--- src/design/bcs_pkg.sv ---
`timescale 1ns / 1ps
// Shared widths, constants, register indexes and state codes of the barometer block.
package bcs_pkg;

   localparam int WORD_W    = 16;
   localparam int WEIGHT_W  = 17;
   localparam int CSR_IDX_W = 3;
   localparam int RAW_SHIFT = 6;
   localparam int SAMPLE_W  = WORD_W - RAW_SHIFT;

   // Working widths of the serial datapath (sum, cross and scaled terms signed)
   localparam int ACC_W    = 39;   // full sum S
   localparam int CROSS_W  = 28;   // b1 scaled plus c12*T
   localparam int SCALED_W = 46;   // 65*S plus bias
   localparam int REM_W    = 42;   // dividend below 65536 * divisor
   localparam int DVS_W    = 41;   // divisor shifted to the top quotient bit
   localparam int BLEND_W  = 32;
   localparam int CNT_W    = 5;

   // b1 = (w & 0x1FFF) - 24576; 24576 = 0x6000, so the value is 0xA000 | low 13 bits
   localparam int PGAIN_FRAC_W = 13;
   localparam logic [WORD_W-PGAIN_FRAC_W-1:0] PGAIN_BIAS_HI = 3'b101;

   localparam int     SCALE_NUM_SHIFT = 6;   // 65 = 64 + 1
   localparam longint SCALE_DEN       = 64'd1023 * 64'd65536;
   localparam longint KPA_OFFSET      = 64'd12800;

   localparam logic signed [SCALED_W-1:0] SCALE_BIAS =
      SCALED_W'(SCALE_DEN / 2 + KPA_OFFSET * SCALE_DEN);
   localparam logic [SCALED_W-1:0] SAT_LIMIT = SCALED_W'(SCALE_DEN * 64'd65536);
   localparam logic [DVS_W-1:0]    DVS_START = DVS_W'(SCALE_DEN << (WORD_W - 1));

   localparam logic [WEIGHT_W-1:0] WEIGHT_ONE = WEIGHT_W'(65536);
   localparam logic [BLEND_W:0]    BLEND_HALF = (BLEND_W + 1)'(32768);

   localparam logic [CNT_W-1:0] MULT_LAST   = CNT_W'(2 * SAMPLE_W - 1);
   localparam logic [CNT_W-1:0] T_STEPS     = CNT_W'(SAMPLE_W);
   localparam logic [CNT_W-1:0] WORD_LAST   = CNT_W'(WORD_W - 1);

   // Configuration register indexes
   localparam logic [CSR_IDX_W-1:0] CSR_OFFSET_COEFF = 3'd0;
   localparam logic [CSR_IDX_W-1:0] CSR_PRESSURE_GAIN = 3'd1;
   localparam logic [CSR_IDX_W-1:0] CSR_TEMP_GAIN    = 3'd2;
   localparam logic [CSR_IDX_W-1:0] CSR_CROSS_COEFF  = 3'd3;
   localparam logic [CSR_IDX_W-1:0] CSR_SANE_LOW     = 3'd4;
   localparam logic [CSR_IDX_W-1:0] CSR_SANE_HIGH    = 3'd5;
   localparam logic [CSR_IDX_W-1:0] CSR_KEEP_WEIGHT  = 3'd6;

   localparam logic [WORD_W-1:0]   SANE_LOW_RESET    = 16'd23808;
   localparam logic [WORD_W-1:0]   SANE_HIGH_RESET   = 16'd27392;
   localparam logic [WEIGHT_W-1:0] KEEP_WEIGHT_RESET = 17'd58982;

   typedef enum logic [6:0] {
      ST_IDLE   = 7'b0000001,
      ST_MULT   = 7'b0000010,
      ST_SCALE  = 7'b0000100,
      ST_DIVIDE = 7'b0001000,
      ST_JUDGE  = 7'b0010000,
      ST_BLEND  = 7'b0100000,
      ST_FINISH = 7'b1000000
   } state_type;

endpackage

--- src/design/barometer_compensate_smooth.sv ---
`timescale 1ns / 1ps
// Top level: bit-serial pressure compensation, sanity check and smoothing.
//
//  Channel  Direction  Handshake              Payload
//  req      in         req_tvalid/req_tready  tdata: pressure_word, temperature_word
//  rsp      out        rsp_tvalid/rsp_tready  tdata: estimate, reading;
//                                             tuser: reading_sane, recalibrate
//  csr      in         csr_wr_en              csr_index, csr_wdata
//
//  A request runs through 20 shift-add steps, 1 scale, 16 shift-subtract steps, 1 judge
//  and 1 finish step to the result register, with 16 more shift-add steps when the
//  reading is blended; the serial multiplier and divider set these step counts.
//  The next request is taken the cycle after the result register is loaded.
//  A result not yet taken holds the finish step; the next request is still worked on.
//  Reset is synchronous: estimate clears to zero, configuration registers take their defaults.
module barometer_compensate_smooth (
   input  logic                            clock,
   input  logic                            reset,
   input  logic                            req_tvalid,
   output logic                            req_tready,
   // [15:0] pressure_word, [31:16] temperature_word
   input  logic [2*bcs_pkg::WORD_W-1:0]    req_tdata,
   output logic                            rsp_tvalid,
   input  logic                            rsp_tready,
   // [15:0] estimate, [31:16] reading
   output logic [2*bcs_pkg::WORD_W-1:0]    rsp_tdata,
   // [0] reading_sane, [1] recalibrate
   output logic [1:0]                      rsp_tuser,
   input  logic                            csr_wr_en,
   input  logic [bcs_pkg::CSR_IDX_W-1:0]   csr_index,
   input  logic [bcs_pkg::WEIGHT_W-1:0]    csr_wdata
);
   import bcs_pkg::*;

   // Configuration registers
   logic [WORD_W-1:0]   offset_coeff_ff, pressure_gain_ff, temp_gain_ff, cross_coeff_ff;
   logic [WORD_W-1:0]   sane_low_ff, sane_high_ff;
   logic [WEIGHT_W-1:0] keep_weight_ff;

   // Control
   state_type           state_ff, state_in;
   logic [CNT_W-1:0]    cnt_ff, cnt_in;
   logic                rsp_valid_ff, rsp_valid_in;
   logic [WORD_W-1:0]   est_ff, est_in;

   // Datapath
   logic [2*SAMPLE_W-1:0]      tp_sh_ff, tp_sh_in;     // T bits above P bits
   logic signed [ACC_W-1:0]    acc_ff, acc_in;
   logic signed [CROSS_W-1:0]  cross_ff, cross_in;
   logic [REM_W-1:0]           rem_ff, rem_in;
   logic [DVS_W-1:0]           dvs_ff, dvs_in;
   logic [WORD_W-1:0]          quo_ff, quo_in;         // quotient, then reading shifter
   logic                       under_ff, under_in, over_ff, over_in;
   logic [WORD_W-1:0]          reading_ff, reading_in;
   logic [WORD_W-1:0]          old_sh_ff, old_sh_in;
   logic                       sane_ff, sane_in, mix_ff, mix_in;
   logic [BLEND_W-1:0]         bacc_ff, bacc_in;
   logic [WORD_W-1:0]          rsp_reading_ff, rsp_reading_in;
   logic                       rsp_sane_ff, rsp_sane_in;

   // Decoded coefficients
   logic signed [WORD_W:0]     temp_gain_s;     // b2 numerator: w - 65536
   logic signed [WORD_W-1:0]   pressure_gain_s; // b1 numerator
   logic signed [CROSS_W-1:0]  cross_add;
   logic signed [ACC_W-1:0]    mult_addend;
   logic                       serial_bit, t_phase;

   logic signed [SCALED_W-1:0] acc_wide, scaled;
   logic [REM_W-1:0]           dvs_wide;
   logic                       take;
   logic [WORD_W-1:0]          rd_sat;

   logic [WEIGHT_W-1:0]        keep_eff, keep_comp;
   logic [BLEND_W:0]           blend_sum;
   logic [WORD_W-1:0]          blended;
   logic                       out_free;

   assign temp_gain_s     = {1'b1, temp_gain_ff};
   assign pressure_gain_s = {PGAIN_BIAS_HI, pressure_gain_ff[PGAIN_FRAC_W-1:0]};
   assign cross_add       = signed'(CROSS_W'(cross_coeff_ff));

   // MSB-first shift-add: T bits first (b2 and c12 terms), then P bits (b1 + c12*T term)
   assign serial_bit  = tp_sh_ff[2*SAMPLE_W-1];
   assign t_phase     = (cnt_ff < T_STEPS);
   assign mult_addend = t_phase ? ACC_W'(temp_gain_s) : ACC_W'(cross_ff);

   // Scale by 65 and fold in the rounding half and the 50 kPa offset
   assign acc_wide = SCALED_W'(acc_ff);
   assign scaled   = (acc_wide <<< SCALE_NUM_SHIFT) + acc_wide + SCALE_BIAS;

   // Restoring division, one quotient bit a cycle
   assign dvs_wide = REM_W'(dvs_ff);
   assign take     = (rem_ff >= dvs_wide);

   assign rd_sat = under_ff ? '0 : (over_ff ? '1 : quo_ff);

   // Clamp the weight at one
   assign keep_eff  = (keep_weight_ff > WEIGHT_ONE) ? WEIGHT_ONE : keep_weight_ff;
   assign keep_comp = WEIGHT_ONE - keep_eff;
   assign blend_sum = {1'b0, bacc_ff} + BLEND_HALF;
   assign blended   = blend_sum[WORD_W +: WORD_W];

   assign out_free = !rsp_valid_ff || rsp_tready;

   always_comb begin
      state_in       = state_ff;
      cnt_in         = cnt_ff;
      rsp_valid_in   = rsp_valid_ff;
      est_in         = est_ff;
      tp_sh_in       = tp_sh_ff;
      acc_in         = acc_ff;
      cross_in       = cross_ff;
      rem_in         = rem_ff;
      dvs_in         = dvs_ff;
      quo_in         = quo_ff;
      under_in       = under_ff;
      over_in        = over_ff;
      reading_in     = reading_ff;
      old_sh_in      = old_sh_ff;
      sane_in        = sane_ff;
      mix_in         = mix_ff;
      bacc_in        = bacc_ff;
      rsp_reading_in = rsp_reading_ff;
      rsp_sane_in    = rsp_sane_ff;

      // Drop the result once taken
      if (rsp_valid_ff && rsp_tready) begin
         rsp_valid_in = 1'b0;
      end

      case (state_ff)
         ST_IDLE: begin
            if (req_tvalid) begin
               tp_sh_in = {req_tdata[2*WORD_W-1 -: SAMPLE_W], req_tdata[WORD_W-1 -: SAMPLE_W]};
               // Preloads come out multiplied by 2^10 after the ten T steps
               acc_in   = signed'(ACC_W'(offset_coeff_ff) << 1);
               cross_in = CROSS_W'(pressure_gain_s) <<< 1;
               cnt_in   = '0;
               state_in = ST_MULT;
            end
         end
         ST_MULT: begin
            acc_in   = (acc_ff <<< 1) + (serial_bit ? mult_addend : '0);
            if (t_phase) begin
               cross_in = (cross_ff <<< 1) + (serial_bit ? cross_add : '0);
            end
            tp_sh_in = tp_sh_ff << 1;
            cnt_in   = cnt_ff + 1'b1;
            if (cnt_ff == MULT_LAST) begin
               state_in = ST_SCALE;
            end
         end
         ST_SCALE: begin
            rem_in   = scaled[REM_W-1:0];
            under_in = scaled[SCALED_W-1];
            over_in  = !scaled[SCALED_W-1] && ($unsigned(scaled) >= SAT_LIMIT);
            dvs_in   = DVS_START;
            cnt_in   = '0;
            state_in = ST_DIVIDE;
         end
         ST_DIVIDE: begin
            rem_in = take ? (rem_ff - dvs_wide) : rem_ff;
            quo_in = {quo_ff[WORD_W-2:0], take};
            dvs_in = dvs_ff >> 1;
            cnt_in = cnt_ff + 1'b1;
            if (cnt_ff == WORD_LAST) begin
               state_in = ST_JUDGE;
            end
         end
         ST_JUDGE: begin
            reading_in = rd_sat;
            quo_in     = rd_sat;
            old_sh_in  = est_ff;
            sane_in    = (rd_sat > sane_low_ff) && (rd_sat < sane_high_ff);
            mix_in     = sane_in && (est_ff > sane_low_ff) && (est_ff < sane_high_ff);
            bacc_in    = '0;
            cnt_in     = '0;
            state_in   = mix_in ? ST_BLEND : ST_FINISH;
         end
         ST_BLEND: begin
            bacc_in   = (bacc_ff << 1)
                      + (old_sh_ff[WORD_W-1] ? BLEND_W'(keep_eff) : '0)
                      + (quo_ff[WORD_W-1] ? BLEND_W'(keep_comp) : '0);
            old_sh_in = old_sh_ff << 1;
            quo_in    = quo_ff << 1;
            cnt_in    = cnt_ff + 1'b1;
            if (cnt_ff == WORD_LAST) begin
               state_in = ST_FINISH;
            end
         end
         ST_FINISH: begin
            // Hold until the previous result has left
            if (out_free) begin
               if (mix_ff) begin
                  est_in = blended;
               end else if (sane_ff) begin
                  est_in = reading_ff;
               end
               rsp_reading_in = reading_ff;
               rsp_sane_in    = sane_ff;
               rsp_valid_in   = 1'b1;
               state_in       = ST_IDLE;
            end
         end
         default: begin
            state_in = ST_IDLE;
         end
      endcase
   end

   // Control and configuration registers
   always_ff @(posedge clock) begin
      if (reset) begin
         state_ff         <= ST_IDLE;
         cnt_ff           <= '0;
         rsp_valid_ff     <= 1'b0;
         est_ff           <= '0;
         offset_coeff_ff  <= '0;
         pressure_gain_ff <= '0;
         temp_gain_ff     <= '0;
         cross_coeff_ff   <= '0;
         sane_low_ff      <= SANE_LOW_RESET;
         sane_high_ff     <= SANE_HIGH_RESET;
         keep_weight_ff   <= KEEP_WEIGHT_RESET;
      end else begin
         state_ff     <= state_in;
         cnt_ff       <= cnt_in;
         rsp_valid_ff <= rsp_valid_in;
         est_ff       <= est_in;
         if (csr_wr_en) begin
            case (csr_index)
               CSR_OFFSET_COEFF:  offset_coeff_ff  <= csr_wdata[WORD_W-1:0];
               CSR_PRESSURE_GAIN: pressure_gain_ff <= csr_wdata[WORD_W-1:0];
               CSR_TEMP_GAIN:     temp_gain_ff     <= csr_wdata[WORD_W-1:0];
               CSR_CROSS_COEFF:   cross_coeff_ff   <= csr_wdata[WORD_W-1:0];
               CSR_SANE_LOW:      sane_low_ff      <= csr_wdata[WORD_W-1:0];
               CSR_SANE_HIGH:     sane_high_ff     <= csr_wdata[WORD_W-1:0];
               CSR_KEEP_WEIGHT:   keep_weight_ff   <= csr_wdata;
               default: ;
            endcase
         end
      end
   end

   // Payload registers
   always_ff @(posedge clock) begin
      tp_sh_ff       <= tp_sh_in;
      acc_ff         <= acc_in;
      cross_ff       <= cross_in;
      rem_ff         <= rem_in;
      dvs_ff         <= dvs_in;
      quo_ff         <= quo_in;
      under_ff       <= under_in;
      over_ff        <= over_in;
      reading_ff     <= reading_in;
      old_sh_ff      <= old_sh_in;
      sane_ff        <= sane_in;
      mix_ff         <= mix_in;
      bacc_ff        <= bacc_in;
      rsp_reading_ff <= rsp_reading_in;
      rsp_sane_ff    <= rsp_sane_in;
   end

   assign req_tready = (state_ff == ST_IDLE);
   assign rsp_tvalid = rsp_valid_ff;
   assign rsp_tdata  = {rsp_reading_ff, est_ff};
   assign rsp_tuser  = {!rsp_sane_ff, rsp_sane_ff};

   // Divider keeps the remainder below twice the current divisor when in range
   a_div_bound: assert property (@(posedge clock) disable iff (reset)
      (state_ff == ST_DIVIDE) && !under_ff && !over_ff |-> rem_ff < {dvs_ff, 1'b0})
      else $error("divider remainder out of range");

   // Estimate moves only when a result is loaded
   a_est_hold: assert property (@(posedge clock) disable iff (reset)
      (state_ff != ST_FINISH) |=> $stable(est_ff))
      else $error("estimate changed outside finish step");

   // A sane reading leaves the estimate inside the bounds
   a_est_sane: assert property (@(posedge clock) disable iff (reset)
      (state_ff == ST_FINISH) && out_free && sane_ff |=>
         (est_ff > $past(sane_low_ff)) && (est_ff < $past(sane_high_ff)))
      else $error("estimate left sanity bounds");

endmodule
--- config.mk ---
export PLATFORM = sky130hd
export DESIGN_NAME = barometer_compensate_smooth
export DESIGN_NICKNAME = d
export VERILOG_FILES = /design/src/design/bcs_pkg.sv /design/src/design/barometer_compensate_smooth.sv
export SDC_FILE = /design/constraint.sdc
export NUM_CORES = 1
export LEC_CHECK = 0
export BUFFER_PORTS_ARGS = -buffer_cell sky130_fd_sc_hd__buf_4
export CAP_MARGIN = 30
export CORE_ASPECT_RATIO = 1.1
export CORE_MARGIN = 2
export CORE_UTILIZATION = 57
export DETAILED_ROUTE_END_ITERATION = 8
export GPL_TIMING_DRIVEN = 1
export HOLD_SLACK_MARGIN = 0.08
export PLACE_DENSITY = 0.75
export SLEW_MARGIN = 0
export SYNTH_ARGS = -nofsm -noshare
export SYNTH_HDL_FRONTEND = slang
export SYNTH_SLANG_ARGS = --single-unit
--- constraint.sdc ---
create_clock -name clock -period 6.3 [get_ports clock]
set_input_delay 1.26 -clock clock [delete_from_list [all_inputs] [get_ports clock]]
set_output_delay 1.26 -clock clock [all_outputs]
set_load 0.005 [all_outputs]
==> load_flow_metrics.sql, run 1 <==
INSERT INTO impl_metrics (metric_group, metric, value, unit) VALUES
('flow_run', 'max_cap_violations', '0', ''),
('die', 'die_x', '212', 'um'),
('critical_path', 'worst_path_max_delay_cell', 'sky130_fd_sc_hd__o41a_1', ''),
('global_routing', 'wire_length_of_the_first_global_routing_pass', '109000', 'um'),
('global_routing', 'antenna_found_initial', '0', ''),
('sta', 'setup_tns', '0', 'ns'),
('clock_network', 'cts_root_buf', 'sky130_fd_sc_hd__clkbuf_16', ''),
('yosys', 'synth_cell_type_count', '81', ''),
('clock_network', 'cts-resized-gates', '0', ''),
('routing', 'post-route-drc-count', '0', ''),
('finish', 'utilization', '63.7', '%'),
('critical_path', 'cp_cell_sequence', 'nor3_1, nand3b_1, nor3_1, nand3_1, o31ai_2, and2_1, nand2_1, fa_1, inv_1, ha_1, and3_1, a221o_1, nor2b_1, o21ai_1, a41o_1, nor4_1, o41a_1, nor3_1, xnor2_1, nor2_1', ''),
('routing', 'num_vias', '22100', ''),
('routing', 'first_iter_violations', '1516', ''),
('sta', 'report.final.slew_viol_count', '0', ''),
('critical_path', 'crit_path_end_kind', 'flip-flop', ''),
('sta', 'worst_clock_skew', '0.0409', 'ns'),
('finish', 'layout-area-overhead-vs-synth', '10.2', '%'),
('clock_network', 'holdBufCountCts', '0', ''),
('die', 'number_of_top_level_design_ports', '93', ''),
('critical_path', 'crit_fanout', '10', ''),
('clock_network', 'clkLatencyLatePin', '0.61', 'ns'),
('status', 'outcome', 'complete, no violations', ''),
('clock_network', 'h_tree_levels', '2', ''),
('critical_path', 'worst_ep_arrival_time', '5.97', 'ns'),
('worst_hold_path', 'hp-class', 'reg -> reg', ''),
('clock_network', 'tritoncts', 'yes', ''),
('sta', 'maximum_clock_rate', '0.177', 'GHz'),
('place', 'detailedPlacementHpwl', '48800', 'um'),
('die', 'design.die.area', '49300', 'um^2'),
('critical_path', 'worst_path_max_stage_delay', '0.56', 'ns'),
('critical_path', 'endpoint_required_time_on_the_critical_path', '6.62', 'ns'),
('sta', 'final_setup_violation_count', '0', ''),
('clock_network', 'clk_pin_slew_worst_paths', '0.06', 'ns'),
('yosys', 'syn_area_per_cell', '8.78', 'um^2'),
('finish', 'num-nets-final', '3454', ''),
('yosys', 'synthesized_netlist_cell_count', '3087', ''),
('global_routing', 'gr-total-overflow', '0', ''),
('yosys', 'synth_ff_type', 'sky130_fd_sc_hd__edfxtp_1', ''),
('die', 'floorplan.rows', '83', ''),
('finish', 'num_antenna_cells', '0', ''),
('sta', 'min_period_over_period', '89.7', '%'),
('clock_network', 'postCtsSetupRepairBufs', '0', ''),
('yosys', 'synth-edff-count', '271', ''),
('critical_path', 'cp-start-kind', 'flip-flop', ''),
('clock_network', 'tritoncts.num_buffers', '46', ''),
('die', 'placeableCoreArea', '46800', 'um^2'),
('finish', 'fraction_of_final_layout_cells_sized_beyond_drive_strength_1', '7.12', '%'),
('clock_network', 'clock_path_buffers', '3', ''),
('yosys', 'synth-seq-area-share', '40.3', '%'),
('power', 'ir_worst_vdd', '0.000228', 'V'),
('die', 'floorplan.die.height', '233', 'um'),
('yosys', 'ys_warn_count', '0', ''),
('yosys', 'top_area_cells_in_the_synthesized_netlist', 'sky130_fd_sc_hd__edfxtp_1 30%, sky130_fd_sc_hd__ha_1 12%, sky130_fd_sc_hd__dfxtp_1 10%, sky130_fd_sc_hd__nand2_1 7.6%, sky130_fd_sc_hd__a21oi_1 5.4%', ''),
('yosys', 'postSynthRegisterBits', '410', ''),
('yosys', 'synth_top_cell_area_share', '30.0', '%'),
('sta', 'timing_worst_slew_pin_value', '0.982', 'ns'),
('yosys', 'synth_area_leader_cell', 'sky130_fd_sc_hd__edfxtp_1', ''),
('yosys', 'syn_nets', '3417', ''),
('global_routing', 'groute.usage.overall', '27.3', '%'),
('power', 'power_density', '279', 'nW/um^2'),
('sta', 'grt_setup_unrepaired', 'no', ''),
('yosys', 'post_synth_instance_area', '27100', 'um^2'),
('critical_path', 'critPathKind', 'reg -> reg', ''),
('routing', 'wirelength', '66900', 'um'),
('routing', 'drt_pass1_iterations', '5', ''),
('place', 'routabilityCongestion', '0.929', ''),
('yosys', 'async_set_or_reset_register_ratio_after_synthesis', '0', '%'),
('sta', 'timing.final.crit_period', '5.65', 'ns'),
('clock_network', 'cts.sink_count', '410', ''),
('global_routing', 'pin_count_of_the_biggest_net_entering_global_routing', '103', ''),
('sta', 'timing.slew.headroom', '34.3', '%'),
('sta', 'final-hold-violation-count', '0', ''),
('critical_path', 'cp_common_cell', 'sky130_fd_sc_hd__nor3_1', ''),
('global_routing', 'grt_pass1_vias', '22000', ''),
('routing', 'antenna_left', '0', ''),
('place', 'portBuffers', '80', ''),
('power', 'cellLeakagePower', '12.4', 'nW'),
('die', 'start_util', '57.8', '%'),
('routing', 'viasPerCell', '5.81', ''),
('routing', 'avgRoutedWirePerCell', '17.6', 'um');
[critical path, delay by kind of cell, from the launching register on]
| family | cells | cell delay [ns] |
|---|---|---|
| fa+ha+maj | 2 | 0.86 |
| simple gates | 11 | 2.11 |
| compound gates | 5 | 1.79 |
| flops | 1 | 0.38 |
| xor+xnor | 1 | 0.17 |
| buf+inv | 1 | 0.04 |
[layout make-up]
class,instances,area [um^2]
flip-flops and latches,410,10900
clock buffers,66,1330
fillers,3902,17000
well taps,637,797
repair buffers,107,843
inverters,203,762
clock inverters,20,195
multi-input cells,2356,15000
[flip-flops by register name, indices dropped and copies added (netlist names), 5 cells and up]
signal	cells
pressure_gain_ff	13
cross_coeff_ff	16
reading_ff	16
sane_low_ff	16
offset_coeff_ff	16
old_sh_ff	16
temp_gain_ff	16
acc_ff	39
dvs_ff	41
quo_ff	16
tp_sh_ff	20
sane_high_ff	16
state_ff	7
cnt_ff	5
rsp_reading_ff	16
cross_ff	28
rem_ff	42
keep_weight_ff	17
bacc_ff	32
est_ff	16
[Yosys cell counts, types with 6 or more instances]
| cell | instances |
|---|---|
| sky130_fd_sc_hd__a211o_1 | 8 |
| sky130_fd_sc_hd__and3_1 | 38 |
| sky130_fd_sc_hd__nor2_1 | 262 |
| sky130_fd_sc_hd__a31oi_1 | 18 |
| sky130_fd_sc_hd__o21ai_1 | 9 |
| sky130_fd_sc_hd__clkbuf_1 | 109 |
| sky130_fd_sc_hd__and4_1 | 7 |
| sky130_fd_sc_hd__nor3_1 | 42 |
| sky130_fd_sc_hd__fa_1 | 21 |
| sky130_fd_sc_hd__inv_1 | 203 |
| sky130_fd_sc_hd__dfxtp_1 | 139 |
| sky130_fd_sc_hd__nand3_1 | 61 |
| sky130_fd_sc_hd__xor2_1 | 85 |
| sky130_fd_sc_hd__o31ai_1 | 12 |
| sky130_fd_sc_hd__ha_1 | 252 |
| sky130_fd_sc_hd__nor2b_1 | 33 |
| sky130_fd_sc_hd__o2111ai_1 | 7 |
| sky130_fd_sc_hd__a211oi_1 | 31 |
| sky130_fd_sc_hd__o21bai_1 | 19 |
| sky130_fd_sc_hd__nor3b_1 | 8 |
| sky130_fd_sc_hd__edfxtp_1 | 271 |
| sky130_fd_sc_hd__a221oi_1 | 6 |
| sky130_fd_sc_hd__or3_1 | 20 |
| sky130_fd_sc_hd__xnor2_1 | 71 |
| sky130_fd_sc_hd__a21o_1 | 85 |
| sky130_fd_sc_hd__and2_1 | 33 |
| sky130_fd_sc_hd__a21boi_0 | 23 |
| sky130_fd_sc_hd__nand4b_1 | 6 |
| sky130_fd_sc_hd__mux2_2 | 16 |
| sky130_fd_sc_hd__nand2b_1 | 22 |
| sky130_fd_sc_hd__nand2_1 | 547 |
| sky130_fd_sc_hd__a21oi_1 | 293 |
| sky130_fd_sc_hd__nand4_1 | 34 |
| sky130_fd_sc_hd__nor4_1 | 7 |
| sky130_fd_sc_hd__o21ai_0 | 147 |
| sky130_fd_sc_hd__o21a_1 | 34 |
| sky130_fd_sc_hd__o211ai_1 | 26 |
| sky130_fd_sc_hd__mux2i_1 | 6 |
[cell families (layout without fill, tap and decap cells)]
| kind of cell | after synthesis | count (layout) | synth area share, % |
|---|---|---|---|
| AND/OR/NAND/NOR | 1142 | 1142 | 18.7 |
| AO/OA/AOI/OAI | 762 | 762 | 17.3 |
| flip-flops | 410 | 410 | 40.3 |
| buffers and inverters | 321 | 396 | 4.51 |
| adder cells (fa/ha/maj) | 273 | 273 | 13.2 |
| XOR/XNOR | 156 | 156 | 5.04 |
| multiplexers | 23 | 23 | 0.942 |
[path summary, 6_finish.rpt]
path | slack [ns] | from | to | depth (start not counted)
max | 0.65 | keep_weight_ff[2]$_SDFFE_PP1P_ | bacc_ff[26]$_SDFFCE_PP0N_ | 20
min | 0.45 | cross_coeff_ff[12]$_SDFFE_PP0P_ | cross_coeff_ff[12]$_SDFFE_PP0P_ | 2
max reg2reg | 0.65 | keep_weight_ff[2]$_SDFFE_PP1P_ | bacc_ff[26]$_SDFFCE_PP0N_ | 20
min reg2reg | 0.45 | cross_coeff_ff[12]$_SDFFE_PP0P_ | cross_coeff_ff[12]$_SDFFE_PP0P_ | 2
[through the flow]
stage / instance area [um^2] / setup slack, ns / total power [W] / cells / hold WS, ns
after detailed placement: 28300 / 0.776 / 0.00564 / 3711 / 0.443
after CTS: 29800 / 0.694 / 0.00836 / 3797 / 0.452
after global routing: 29800 / 0.213 / 0.00879 / 3799 / 0.473
after global placement: 28300 / 0.842 / 0.00557 / 3709 / 0.438
after floorplan: 27100 / 0.437 / 0.00509 / 3087 / 0.418
final: 29800 / 0.647 / 0.00834 / 3799 / 0.451
[metal layers]
layer  global-route usage [%]  routed length, um  up-vias
li1                         -                  -    11000
met1                     33.4              28000    10300
met2                     48.2              32600      640
met3                     2.86               3200      179
met4                     13.3               3170        0
met5                        0                  0        -
[cell usage in the layout, fill, tap and decap left out, types with 34 or more instances in the layout]
cell / count
sky130_fd_sc_hd__o21a_1: 34
sky130_fd_sc_hd__clkbuf_16: 48
sky130_fd_sc_hd__buf_4: 104
sky130_fd_sc_hd__nand4_1: 34
sky130_fd_sc_hd__and3_1: 38
sky130_fd_sc_hd__edfxtp_1: 271
sky130_fd_sc_hd__xnor2_1: 71
sky130_fd_sc_hd__a21oi_1: 293
sky130_fd_sc_hd__xor2_1: 85
sky130_fd_sc_hd__a21o_1: 85
sky130_fd_sc_hd__nand2_1: 544
sky130_fd_sc_hd__dfxtp_1: 139
sky130_fd_sc_hd__nand3_1: 61
sky130_fd_sc_hd__nor2_1: 262
sky130_fd_sc_hd__o21ai_0: 145
sky130_fd_sc_hd__inv_1: 202
sky130_fd_sc_hd__ha_1: 252
sky130_fd_sc_hd__nor3_1: 41
[where the power goes]
group	leakage, nW	internal (W)	switching [W]
clock	0.735	0.00156	0.00115
sequential	3.61	0.00310	0.0000987
combinational	8.01	0.000976	0.00145
(Power assumes the default switching activity.)
==> run 2, diff against run 1 <==
--- a/config.mk
+++ b/config.mk
@@ -11,3 +11,3 @@
 export CORE_MARGIN = 2
-export CORE_UTILIZATION = 57
+export CORE_UTILIZATION = 30
 export DETAILED_ROUTE_END_ITERATION = 8
@@ -15,3 +15,3 @@
 export HOLD_SLACK_MARGIN = 0.08
-export PLACE_DENSITY = 0.75
+export PLACE_DENSITY = 0.44
 export SLEW_MARGIN = 0
==> constraint.sdc (replaced) <==
create_clock -name clock -period 6.3 [get_ports clock]
set_input_delay 0.315 -clock clock [delete_from_list [all_inputs] [get_ports clock]]
set_output_delay 0.315 -clock clock [all_outputs]
set_load 0.005 [all_outputs]
==> load_flow_metrics.sql, run 2 (same netlist as run 1, synthesis figures left out) <==
INSERT INTO impl_metrics (metric_group, metric, value, unit) VALUES
('global_routing', 'met1_usage', '21.4', '%'),
('finish', 'layout_common_cells', '544 x sky130_fd_sc_hd__nand2_1, 293 x sky130_fd_sc_hd__a21oi_1, 271 x sky130_fd_sc_hd__edfxtp_1', ''),
('die', 'die_x', '291', 'um'),
('global_routing', 'groute.usage.overall', '16.1', '%'),
('critical_path', 'crit_path_end_kind', 'flip-flop', ''),
('finish', 'num-nets-final', '3499', ''),
('critical_path', 'endpoint_required_time_on_the_critical_path', '6.65', 'ns'),
('clock_network', 'cts.sink_count', '410', ''),
('critical_path', 'critPathKind', 'reg -> reg', ''),
('sta', 'timing_worst_slew_pin_value', '1.05', 'ns'),
('power', 'ir_worst_vdd', '0.000182', 'V'),
('routing', 'antenna_left', '0', ''),
('critical_path', 'cp_common_cell', 'sky130_fd_sc_hd__nor3_1', ''),
('finish', 'biggestRegsByFlops', 'rem_ff (42), dvs_ff (41), acc_ff (39)', ''),
('clock_network', 'clk_pin_slew_worst_paths', '0.06', 'ns'),
('sta', 'timing.slew.headroom', '29.5', '%'),
('place', 'routabilityCongestion', '0.872', ''),
('die', 'design.die.area', '92700', 'um^2'),
('critical_path', 'cp_cell_sequence', 'nor3_1, nand3b_1, nor3_1, nand3_1, o31ai_2, buf_4, and2_1, nand2_1, fa_1, inv_1, ha_1, and3_1, a221o_1, nor2b_1, o21ai_1, a41o_1, nor4_1, o41a_1, nor3_1, xnor2_1, nor2_1', ''),
('global_routing', 'antenna_found_initial', '0', ''),
('place', 'detailedPlacementHpwl', '56700', 'um'),
('routing', 'num_vias', '21900', ''),
('clock_network', 'tritoncts', 'yes', ''),
('routing', 'post-route-drc-count', '0', ''),
('die', 'number_of_top_level_design_ports', '93', ''),
('finish', 'registers.top_by_ff_count', 'rem_ff', ''),
('clock_network', 'clkLatencyLatePin', '0.62', 'ns'),
('sta', 'maximum_clock_rate', '0.180', 'GHz'),
('routing', 'drt_pass1_iterations', '4', ''),
('power', 'cellLeakagePower', '12.6', 'nW'),
('power', 'power_density', '282', 'nW/um^2'),
('finish', 'layout-area-overhead-vs-synth', '14.7', '%'),
('finish', 'layout_commonest_cell', 'sky130_fd_sc_hd__nand2_1', ''),
('status', 'outcome', 'complete, no violations', ''),
('global_routing', 'globalRouteMet3Util', '2.06', '%'),
('sta', 'grt_setup_unrepaired', 'no', ''),
('clock_network', 'tritoncts.num_buffers', '50', ''),
('critical_path', 'worst_r2r_startpoint', 'keep_weight_ff[2]$_SDFFE_PP1P_', ''),
('die', 'floorplan.rows', '115', ''),
('sta', 'min_period_over_period', '88.1', '%'),
('sta', 'report.final.slew_viol_count', '0', ''),
('finish', 'final_cells', '4379', ''),
('critical_path', 'cp_top_family', 'simple AND/OR/NAND/NOR gates', ''),
('critical_path', 'worst_path_max_stage_delay', '0.52', 'ns'),
('die', 'start_util', '30.3', '%'),
('global_routing', 'grt_most_used_layer', 'met2', ''),
('global_routing', 'groute.layer.met2.usage', '27.4', '%'),
('finish', 'fraction_of_final_layout_cells_sized_beyond_drive_strength_1', '7.32', '%'),
('routing', 'avgRoutedWirePerCell', '17.4', 'um'),
('flow_run', 'max_cap_violations', '0', ''),
('global_routing', 'grt_pass1_vias', '21800', ''),
('place', 'placed_cells', '4247', ''),
('routing', 'viasPerCell', '5.00', ''),
('global_routing', 'wire_length_of_the_first_global_routing_pass', '121000', 'um'),
('critical_path', 'worst_setup_path_startpoint', 'keep_weight_ff[2]$_SDFFE_PP1P_', ''),
('finish', 'num_antenna_cells', '0', ''),
('worst_hold_path', 'min_from', 'csr_index[1]', ''),
('global_routing', 'gr-total-overflow', '0', ''),
('worst_hold_path', 'worstHoldPathCells', '5', ''),
('critical_path', 'worstRegToRegCells', '21', ''),
('routing', 'first_iter_violations', '1313', ''),
('die', 'floorplan.die.height', '319', 'um'),
('critical_path', 'worst_ep_arrival_time', '5.90', 'ns'),
('place', 'portBuffers', '80', ''),
('sta', 'worst_clock_skew', '0.0244', 'ns'),
('routing', 'wirelength', '76000', 'um'),
('critical_path', 'sum_of_buffers_and_inverters_on_the_critical_path', '2', ''),
('clock_network', 'cts_root_buf', 'sky130_fd_sc_hd__clkbuf_16', ''),
('sta', 'final_setup_violation_count', '0', ''),
('critical_path', 'crit_cells', '21', ''),
('worst_hold_path', 'hp-class', 'in -> reg', ''),
('clock_network', 'clock_path_buffers', '3', ''),
('global_routing', 'pin_count_of_the_biggest_net_entering_global_routing', '99', ''),
('critical_path', 'crit_fanout', '24', ''),
('sta', 'final-hold-violation-count', '0', ''),
('sta', 'setup_tns', '0', 'ns'),
('die', 'placeableCoreArea', '89500', 'um^2'),
('critical_path', 'cp-start-kind', 'flip-flop', ''),
('finish', 'largest_register_ff_count', '42', ''),
('clock_network', 'postCtsSetupRepairBufs', '0', ''),
('sta', 'timing.final.crit_period', '5.55', 'ns'),
('clock_network', 'h_tree_levels', '2', ''),
('critical_path', 'worst_path_max_delay_cell', 'sky130_fd_sc_hd__o41a_1', '');
run 2: changes by cell type in the layout (fill, tap and decap cells not counted), moves of 3 or more:
cell,before,now
sky130_fd_sc_hd__clkbuf_16,48,55
sky130_fd_sc_hd__dlygate4sd3_1,0,38
sky130_fd_sc_hd__clkinv_4,3,0
sky130_fd_sc_hd__clkinv_2,6,12
sky130_fd_sc_hd__buf_4,104,108
run 2: layout make-up:
cell class | count | area, um^2
Multi-Input combinational cell | 2356 | 15000
Clock inverter | 23 | 216
Sequential cell | 410 | 10900
Tap cell | 1170 | 1460
Fill cell | 9385 | 58400
Timing Repair Buffer | 148 | 1240
Clock buffer | 69 | 1470
Inverter | 203 | 762
run 2: path summary, 6_finish.rpt:
| kind | slack [ns] | to |
|---|---|---|
| max | 0.75 | bacc_ff[30]$_SDFFCE_PP0N_ |
| max reg2reg | 0.75 | bacc_ff[30]$_SDFFCE_PP0N_ |
| min reg2reg | 0.45 | cross_coeff_ff[11]$_SDFFE_PP0P_ |
| min | 0.17 | temp_gain_ff[0]$_SDFFE_PP0P_ |
run 2: power breakdown:
group          internal (W)  total (W)  switching (W)
registers           0.00310    0.00320       0.000104
logic               0.00100    0.00262        0.00162
clock network       0.00172    0.00295        0.00123
total               0.00582    0.00878        0.00296
run 2: repair_timing:
item	in CTS	in global routing
resized for setup	0	0
endpoints found under the setup margin	0	0
endpoints found under the hold margin	125	0
hold buffers	38	0
run 2: tightest hold or removal path, stage by stage:
cell                       delay, ns
sky130_fd_sc_hd__buf_4          0.14
sky130_fd_sc_hd__nand2b_1       0.09
sky130_fd_sc_hd__nor2_1         0.08
sky130_fd_sc_hd__nand2_1        0.07
sky130_fd_sc_hd__a21oi_1        0.05
run 2: per-layer routing:
layer	share of wire, %	wire length [um]	vias up
met4	2.6	2000	0
li1	-	-	11000
met1	47	35700	10400
met3	3.4	2580	107
met5	0	0	-
met2	47	35700	347
run 2: through the flow:
step / hold WS, ns / util (%) / instance area [um^2] / setup WS (ns) / power (W)
floorplan: 0.418 / - / 27100 / 0.437 / 0.00509
global placement: 0.440 / 32.3 / 28900 / 0.830 / 0.00585
detailed placement: 0.444 / 32.4 / 29000 / 0.764 / 0.00588
CTS: 0.118 / 34.7 / 31000 / 0.771 / 0.00892
global route: 0.172 / 34.7 / 31100 / 0.299 / 0.00932
finish: 0.173 / 34.7 / 31100 / 0.749 / 0.00878
